===== config.mk =====
export PLATFORM = sky130hd
export DESIGN_NAME = packet_deframer_sync_hunt
export DESIGN_NICKNAME = d
export VERILOG_FILES = /design/src/design/pdsh_pkg.sv /design/src/design/pdsh_front.sv /design/src/design/pdsh_queue.sv /design/src/design/pdsh_back.sv /design/src/design/packet_deframer_sync_hunt.sv
export SDC_FILE = /design/constraint.sdc
export NUM_CORES = 1
export LEC_CHECK = 0
export BUFFER_PORTS_ARGS = -buffer_cell sky130_fd_sc_hd__buf_2
export CAP_MARGIN = 40
export CORE_ASPECT_RATIO = 0.9
export CORE_UTILIZATION = 42
export CTS_CLUSTER_DIAMETER = 150
export DETAILED_ROUTE_END_ITERATION = 7
export SLEW_MARGIN = 20
export SYNTH_ARGS = -nofsm -noshare
export SYNTH_HDL_FRONTEND = slang
export SYNTH_SLANG_ARGS = --single-unit

===== constraint.sdc =====
create_clock -name clk_i -period 6.1 [get_ports clk_i]
set_input_delay 1.22 -clock clk_i [delete_from_list [all_inputs] [get_ports clk_i]]
set_output_delay 1.22 -clock clk_i [all_outputs]
set_load 0.05 [all_outputs]

===== src/design/pdsh_pkg.sv =====
// Shared types and constants for the packet deframer with sync-word hunt.
package pdsh_pkg;

  localparam int unsigned HeaderBytes  = 32;
  localparam int unsigned LengthOffset = 12;
  localparam int unsigned LengthBytes  = 4;

  localparam int unsigned HdrIdxW = 6;
  localparam logic [HdrIdxW-1:0] HdrLast     = HdrIdxW'(HeaderBytes);
  localparam logic [HdrIdxW-1:0] LenFirstIdx = HdrIdxW'(LengthOffset);
  localparam logic [HdrIdxW-1:0] LenEndIdx   = HdrIdxW'(LengthOffset + LengthBytes);

  localparam logic [55:0] SyncHead = 56'h00_0000_8000_0080;
  localparam logic [7:0]  SyncLast = 8'h7F;
  localparam logic [2:0]  WinFull  = 3'd7;

  localparam logic [15:0] LenAdjReset = 16'd16;

  localparam int unsigned QueueDepth = 2;
  localparam int unsigned QPtrW      = $clog2(QueueDepth);
  localparam int unsigned QCntW      = $clog2(QueueDepth + 1);

  localparam int unsigned CfgAddrW = 3;
  localparam logic RegLenAdj = 1'b0;

  typedef struct packed {
    logic [7:0] data_byte;
    logic       file_restart;
    logic       start_hunt;
  } in_beat_t;

  typedef struct packed {
    logic [7:0] payload_byte;
    logic       packet_end;
    logic       sync_found;
  } out_beat_t;

  typedef struct packed {
    logic empty;
    logic full;
  } q_status_t;

endpackage


===== src/design/pdsh_front.sv =====
// Front end: header absorption, payload counting and sync-word hunting per byte.
module pdsh_front import pdsh_pkg::*; (
  input  logic        clk_i,
  input  logic        rst_ni,
  input  logic        in_valid_i,
  input  in_beat_t    in_beat_i,
  input  logic        q_full_i,
  input  logic [15:0] len_adj_i,
  output logic        in_stall_o,
  output logic        push_o,
  output out_beat_t   push_beat_o
);

  logic [HdrIdxW-1:0] hdr_idx_q, hdr_idx_d;
  logic               in_hdr_q, in_hdr_d;
  logic [31:0]        pay_len_q, pay_len_d;
  logic [31:0]        pay_cnt_q, pay_cnt_d;
  logic [55:0]        win_q, win_d;
  logic [2:0]         fill_q, fill_d;
  logic               hunt_q, hunt_d;

  logic               accept;
  logic [HdrIdxW-1:0] idx_e, idx_n;
  logic               in_hdr_e, hunt_e;
  logic [31:0]        cnt_e, cnt_n, len_base, tgt;
  logic [55:0]        win_e;
  logic [2:0]         fill_e;
  logic [32:0]        diff;
  logic [1:0]         k;
  logic               last, found;
  logic [7:0]         b;

  assign in_stall_o = q_full_i;
  assign accept     = in_valid_i && !q_full_i;
  assign b          = in_beat_i.data_byte;

  always_comb begin
    idx_e    = in_beat_i.file_restart ? '0 : hdr_idx_q;
    in_hdr_e = in_beat_i.file_restart | in_hdr_q;
    cnt_e    = in_beat_i.file_restart ? '0 : pay_cnt_q;
    hunt_e   = in_beat_i.start_hunt | hunt_q;
    win_e    = in_beat_i.start_hunt ? '0 : win_q;
    fill_e   = in_beat_i.start_hunt ? '0 : fill_q;

    idx_n    = idx_e + HdrIdxW'(1);
    len_base = (idx_e == '0) ? '0 : pay_len_q;
    k        = 2'(idx_e - LenFirstIdx);

    // Target count is the header length less the adjustment, floored at one.
    diff  = {1'b0, pay_len_q} - {17'b0, len_adj_i};
    tgt   = (!diff[32] && (diff[31:0] != '0)) ? diff[31:0] : 32'd1;
    cnt_n = cnt_e + 32'd1;
    last  = cnt_n >= tgt;
    found = hunt_e && (fill_e == WinFull) && (win_e == SyncHead) && (b == SyncLast);

    hdr_idx_d   = hdr_idx_q;
    in_hdr_d    = in_hdr_q;
    pay_len_d   = pay_len_q;
    pay_cnt_d   = pay_cnt_q;
    win_d       = win_q;
    fill_d      = fill_q;
    hunt_d      = hunt_q;
    push_o      = 1'b0;
    push_beat_o = '{payload_byte: b, packet_end: last, sync_found: found};

    if (accept) begin
      hunt_d = hunt_e;
      win_d  = win_e;
      fill_d = fill_e;
      if (in_hdr_e) begin
        pay_len_d = len_base;
        if (idx_e >= LenFirstIdx && idx_e < LenEndIdx) begin
          pay_len_d = len_base | ({24'b0, b} << {k, 3'b000});
        end
        if (idx_n >= HdrLast) begin
          hdr_idx_d = '0;
          in_hdr_d  = 1'b0;
          pay_cnt_d = '0;
        end else begin
          hdr_idx_d = idx_n;
          in_hdr_d  = 1'b1;
          pay_cnt_d = cnt_e;
        end
      end else begin
        if (last) begin
          pay_cnt_d = '0;
          in_hdr_d  = 1'b1;
          hdr_idx_d = '0;
        end else begin
          pay_cnt_d = cnt_n;
          in_hdr_d  = 1'b0;
          hdr_idx_d = idx_e;
        end
        if (found) begin
          hunt_d = 1'b0;
          win_d  = '0;
          fill_d = '0;
          push_o = 1'b1;
        end else if (hunt_e) begin
          win_d  = {win_e[47:0], b};
          fill_d = (fill_e == WinFull) ? fill_e : fill_e + 3'd1;
        end else begin
          push_o = 1'b1;
        end
      end
    end
  end

  always_ff @(posedge clk_i or negedge rst_ni) begin
    if (!rst_ni) begin
      hdr_idx_q <= '0;
      in_hdr_q  <= 1'b1;
      pay_len_q <= '0;
      pay_cnt_q <= '0;
      win_q     <= '0;
      fill_q    <= '0;
      hunt_q    <= 1'b0;
    end else begin
      hdr_idx_q <= hdr_idx_d;
      in_hdr_q  <= in_hdr_d;
      pay_len_q <= pay_len_d;
      pay_cnt_q <= pay_cnt_d;
      win_q     <= win_d;
      fill_q    <= fill_d;
      hunt_q    <= hunt_d;
    end
  end

endmodule


===== src/design/pdsh_queue.sv =====
// Short result queue between the front end and the output stage.
module pdsh_queue import pdsh_pkg::*; (
  input  logic      clk_i,
  input  logic      rst_ni,
  input  logic      push_i,
  input  out_beat_t push_beat_i,
  input  logic      pop_i,
  output out_beat_t pop_beat_o,
  output q_status_t status_o
);

  out_beat_t         mem_q [QueueDepth];
  logic [QPtrW-1:0]  wr_ptr_q, wr_ptr_d;
  logic [QPtrW-1:0]  rd_ptr_q, rd_ptr_d;
  logic [QCntW-1:0]  cnt_q, cnt_d;

  assign status_o.empty = (cnt_q == '0);
  assign status_o.full  = (cnt_q == QCntW'(QueueDepth));
  assign pop_beat_o     = mem_q[rd_ptr_q];

  always_comb begin
    wr_ptr_d = wr_ptr_q;
    rd_ptr_d = rd_ptr_q;
    cnt_d    = cnt_q;
    if (push_i) begin
      wr_ptr_d = (wr_ptr_q == QPtrW'(QueueDepth - 1)) ? '0 : wr_ptr_q + QPtrW'(1);
    end
    if (pop_i) begin
      rd_ptr_d = (rd_ptr_q == QPtrW'(QueueDepth - 1)) ? '0 : rd_ptr_q + QPtrW'(1);
    end
    if (push_i && !pop_i) begin
      cnt_d = cnt_q + QCntW'(1);
    end else if (pop_i && !push_i) begin
      cnt_d = cnt_q - QCntW'(1);
    end
  end

  always_ff @(posedge clk_i) begin
    if (push_i) begin
      mem_q[wr_ptr_q] <= push_beat_i;
    end
  end

  always_ff @(posedge clk_i or negedge rst_ni) begin
    if (!rst_ni) begin
      wr_ptr_q <= '0;
      rd_ptr_q <= '0;
      cnt_q    <= '0;
    end else begin
      wr_ptr_q <= wr_ptr_d;
      rd_ptr_q <= rd_ptr_d;
      cnt_q    <= cnt_d;
    end
  end

endmodule


===== src/design/pdsh_back.sv =====
// Back end: output register that drains the queue toward the receiver.
module pdsh_back import pdsh_pkg::*; (
  input  logic      clk_i,
  input  logic      rst_ni,
  input  q_status_t q_status_i,
  input  out_beat_t q_beat_i,
  output logic      pop_o,
  input  logic      out_stall_i,
  output logic      out_valid_o,
  output out_beat_t out_beat_o
);

  logic      out_valid_q, out_valid_d;
  out_beat_t out_beat_q;

  // Refill whenever the register is empty or its beat leaves this cycle.
  assign pop_o = !q_status_i.empty && (!out_valid_q || !out_stall_i);

  always_comb begin
    out_valid_d = out_valid_q;
    if (pop_o) begin
      out_valid_d = 1'b1;
    end else if (!out_stall_i) begin
      out_valid_d = 1'b0;
    end
  end

  always_ff @(posedge clk_i) begin
    if (pop_o) begin
      out_beat_q <= q_beat_i;
    end
  end

  always_ff @(posedge clk_i or negedge rst_ni) begin
    if (!rst_ni) begin
      out_valid_q <= 1'b0;
    end else begin
      out_valid_q <= out_valid_d;
    end
  end

  assign out_valid_o = out_valid_q;
  assign out_beat_o  = out_beat_q;

endmodule


===== src/design/packet_deframer_sync_hunt.sv =====
// Top level of the packet deframer with sync-word hunt.
//
// The input channel takes one raw stream byte per beat, with file_restart and
// start_hunt flags. Header bytes are absorbed; payload bytes come out on the
// output channel with packet_end on the last byte of each packet. While a
// hunt is active, payload bytes are dropped until the byte that completes the
// sync word, which comes out with sync_found set.
// One byte is taken per clock while in_stall_o is low. Each output beat is
// written into a two-entry queue and then moved into the output register
// that drives out_valid_o.
// When the receiver stalls, the output register holds its beat and the queue
// fills; once it is full, in_stall_o rises until the receiver drains it.
// After reset the block expects header byte 0, no hunt is active, the queue
// is empty and length_adjust is 16. It is written over the APB port at byte
// address 0; the user must write it only while idle, the block does not check.
module packet_deframer_sync_hunt import pdsh_pkg::*; (
  input  logic                clk_i,
  input  logic                rst_ni,
  input  logic                in_valid_i,
  output logic                in_stall_o,
  input  in_beat_t            in_beat_i,
  output logic                out_valid_o,
  input  logic                out_stall_i,
  output out_beat_t           out_beat_o,
  input  logic                psel,
  input  logic                penable,
  input  logic                pwrite,
  input  logic [CfgAddrW-1:0] paddr,
  input  logic [31:0]         pwdata,
  output logic [31:0]         prdata,
  output logic                pready
);

  logic [15:0] len_adj_q, len_adj_d;
  logic        cfg_wr;
  logic        fr_push;
  out_beat_t   fr_beat;
  out_beat_t   q_beat;
  q_status_t   q_status;
  logic        q_pop;

  assign pready = 1'b1;
  assign cfg_wr = psel && penable && pwrite && pready && (paddr[CfgAddrW-1] == RegLenAdj);

  always_comb begin
    len_adj_d = len_adj_q;
    if (cfg_wr) begin
      len_adj_d = pwdata[15:0];
    end
  end

  always_comb begin
    unique case (paddr[CfgAddrW-1])
      RegLenAdj: prdata = {16'b0, len_adj_q};
      default:   prdata = '0;
    endcase
  end

  always_ff @(posedge clk_i or negedge rst_ni) begin
    if (!rst_ni) begin
      len_adj_q <= LenAdjReset;
    end else begin
      len_adj_q <= len_adj_d;
    end
  end

  pdsh_front u_front (
    .clk_i       (clk_i),
    .rst_ni      (rst_ni),
    .in_valid_i  (in_valid_i),
    .in_beat_i   (in_beat_i),
    .q_full_i    (q_status.full),
    .len_adj_i   (len_adj_q),
    .in_stall_o  (in_stall_o),
    .push_o      (fr_push),
    .push_beat_o (fr_beat)
  );

  pdsh_queue u_queue (
    .clk_i       (clk_i),
    .rst_ni      (rst_ni),
    .push_i      (fr_push),
    .push_beat_i (fr_beat),
    .pop_i       (q_pop),
    .pop_beat_o  (q_beat),
    .status_o    (q_status)
  );

  pdsh_back u_back (
    .clk_i       (clk_i),
    .rst_ni      (rst_ni),
    .q_status_i  (q_status),
    .q_beat_i    (q_beat),
    .pop_o       (q_pop),
    .out_stall_i (out_stall_i),
    .out_valid_o (out_valid_o),
    .out_beat_o  (out_beat_o)
  );

  a_no_push_when_full: assert property (@(posedge clk_i) disable iff (!rst_ni)
    q_status.full |-> !fr_push)
    else $error("result pushed into a full queue");

  a_no_pop_when_empty: assert property (@(posedge clk_i) disable iff (!rst_ni)
    q_pop |-> !q_status.empty)
    else $error("output stage popped an empty queue");

  a_cfg_write_lands: assert property (@(posedge clk_i) disable iff (!rst_ni)
    cfg_wr |=> (len_adj_q == $past(pwdata[15:0])))
    else $error("length_adjust write was not taken");

  a_stall_when_full: assert property (@(posedge clk_i) disable iff (!rst_ni)
    in_stall_o == q_status.full)
    else $error("input stall does not follow queue occupancy");

endmodule

==> impl_results.md <==
* Via-to-Cell Ratio at 5.57
* Chip Height at 148 µm
* Vias in the first global route at 6996
* Leak at 5.21 nW
* Die ar. at 24500 µm²
* Post-CTS setup buffer count at 0
* Clk pin slew, worst setup/hold paths at 0.09 ns
* Max cap viols at 0
* Post-Syn Instances at 964
* Synth warn at 0
* Status: complete, no violations
* Largest family of logic cells by synthesized area: compound AO/OA/AOI/OAI gates
* RSZ-0062 raised after global routing: no
* Post-Route WL at 23600 µm
* Worst-Margin Slew at 0.720 ns
* Synth Cell Area at 10000 µm²
* Chip Width at 165 µm
* Hold buffers post-CTS at 0
* Slowest-stage cell, CP: or4_1
* Clock Latency Late Sink at 0.44 ns
* IO Pins at 97
* Synth Area in Adders at 6.82%
* Post-CTS resize count at 0
* Detailed Place HPWL at 16600 µm
* Top_reg_cell synth: dfrtp_1
* CTS H-tree depth at 4
* N_diodes at 0
* EDFF count, synth at 30
* Post-route met1 wirelength at 12400 µm
* Fin cells at 1334
* Largest net degree at the start of global routing at 75
* GRT Overall Usage at 20.2%
* Critical path class: reg2reg
* Routed wire per std cell at 17.7 µm
* Final #Nets at 1125
* RePlAce Congestion at 0.874
* Final Skew at 0.0169 ns
* Fin crit share at 93.3%
* Met3 WL post-DR at 959 µm
* Vias at 7436
* Placed cells at 1302
* First-pass DRT Iterations at 5
* Normalized max-slew margin at 52.0%
* # rows at 53
* Metal2 WL at 9960 µm
* Multi-input gate area at 4950 µm²
* Setup TNS Final at 0 ns
* VDD IR max at 0.185 mV
* Most common cell after layout, fill and taps aside: dfrtp_1
* Multiplexer share of the synthesized area at 3.24%
* TritonCTS clock tree: done
* Commonest cells after routing, fill and taps aside: dfrtp_1, a22o_1, nor2_1
* Simple-Gate Fraction of Synth Area at 15.8%
* Root Driver: clkbuf_16
* Top routing layer in use: met4
* Port-buffer cells at 61
* Worst path max stage delay at 0.54 ns
* Core Region at 23400 µm²
* Startpoint types: register
* Initial Util at 42.8%
* Filler cells at 2164
* CP endpoint kind: register
* Final number of max-transition violations at 0
* Synth async-reset ratio at 83.5%
* FF/Latch Area at 4710 µm²
* Max frequency at 176 MHz
* Area Overhead vs Synth at 12.7%
* Setup violators final at 0
* Critical Path RT at 6.48 ns
* Cell breakdown of the critical path: inv_1 > ha_1 > a21oi_1 > nand2_1 > o22ai_1 > o21ai_1 > and4_1 > or3_1 > xnor2_1 > or4_1 > o31ai_2 > ha_1 > nand2b_1 > a21o_1 > a211oi_1 > o31a_1 > o31ai_1 > a311o_1 > or2_2 > nand2_1 > a22o_1
* CP Buf/Inv Count at 1
* Cell Pwr Density at 362 nW/µm²
* Initial antenna violation count at 0
* Compound-Gate Fraction of Synth Area at 17.6%
* CP Max Fanout at 7
* Longest Clk Path Bufs at 2
* Layout cells sized above 1 at 15.4%
* Num CTS Buffers at 17
* Remaining Overflow, GRT at 0
* Sequential fraction of the synthesis area at 47.0%
* FF+latch count, synth at 182
* First-pass GRT wire length at 38400 µm
* Hold WC Path Type: reg2reg
* DRC viols at 0
* Final hold vios at 0
* Crit path max-delay family: compound AO/OA/AOI/OAI gates
* Mapped Avg Cell Area at 10.4 µm²
* Synth Area in XOR/XNOR at 5.25%
* Distinct cells, synth at 69
* Tmin final at 5.69 ns
* First DRT Iteration DRCs at 485
* CTS Sinks at 182
* Final ANT Viol Nets at 0
* Arrival time at the worst endpoint at 6.06 ns
[where the power goes]
part           leakage, nW  internal, mW  switching [mW]
clock network        0.306         0.575           0.596
registers             2.34          1.36          0.0904
logic                 2.57         0.526           0.942
total                 5.21          2.46            1.63
[per-stage QoR]
| step | utilization [%] | instance area [µm²] | worst slack, ns | hold slack, ns | total power, mW |
|---|---|---|---|---|---|
| final | 48.2 | 11300 | 0.411 | 0.486 | 4.08 |
| after global routing | 48.2 | 11300 | 0.0905 | 0.515 | 4.34 |
| after CTS | 48.2 | 11300 | 0.410 | 0.486 | 4.12 |
| after detailed placement | 45.5 | 10600 | 0.417 | 0.471 | 2.94 |
| after global placement | 45.3 | 10600 | 0.490 | 0.470 | 2.92 |
| after floorplan | - | 10100 | 0.682 | 0.455 | 2.57 |
[path summary, 6_finish.rpt]
kind	endpoint	cells after the start	slack, ns	startpoint
max	u_front.hdr_idx_q[1]	21	0.41	len_adj_q[4]
min	u_queue.wr_ptr_q	1	0.49	u_queue.wr_ptr_q
max reg2reg	u_front.hdr_idx_q[1]	21	0.41	len_adj_q[4]
min reg2reg	u_queue.wr_ptr_q	1	0.49	u_queue.wr_ptr_q
max in group asynchronous	u_front.pay_len_q[14]	2	4.28	rst_ni
min in group asynchronous	u_front.pay_cnt_q[3]	1	0.79	rst_ni
[cells by family (layout without fill, tap and decap cells)]
family	after synthesis	after routing
simple gates	314	314
flops	182	182
fa+ha+maj	54	54
xor+xnor	60	60
buf+inv	95	148
compound gates	228	228
other cells	2	17
mux	29	29
[sequential cells by signal, indices dropped and copies added (netlist names), 2 cells and up]
register	count
u_front.fill_q	3
len_adj_q	16
u_back.out_beat_o	10
u_front.win_q	56
u_front.hdr_idx_q	6
u_front.pay_len_q	32
u_queue.cnt_q	2
u_front.pay_cnt_q	32
u_queue.mem_q	20
[Yosys cell counts, drive strengths merged, types with 21 or more instances]
library cell / instances / area share [%]
inv: 35 / 1.3
a21oi: 28 / 1.4
nand2: 73 / 2.7
clkbuf: 35 / 1.3
nor2: 84 / 3.1
a22o: 115 / 10
ha: 53 / 6.6
mux2: 27 / 3.0
edfxtp: 30 / 9.0
buf: 25 / 1.6
nand3: 29 / 1.4
nor3: 21 / 1.0
xor2: 24 / 2.1
dfrtp: 150 / 37
xnor2: 36 / 3.1
o21ai: 23 / 1.1
[cell type report]
| type | count | share of cell area, % |
|---|---|---|
| clock inverters | 15 | 1.92 |
| well taps | 302 | 3.35 |
| clock buffers | 17 | 3.77 |
| repair buffers | 81 | 4.19 |
| inverters | 35 | 1.16 |
| multi-input cells | 702 | 43.9 |
| flip-flops and latches | 182 | 41.7 |
[routing by layer]
metal	track usage, %	vias to the layer above
li1	-	3637
met1	31.7	3615
met2	28.4	167
met3	3.35	17
met4	4.95	0
met5	0	-
No activity file was read; power rests on OpenSTA's default activity.
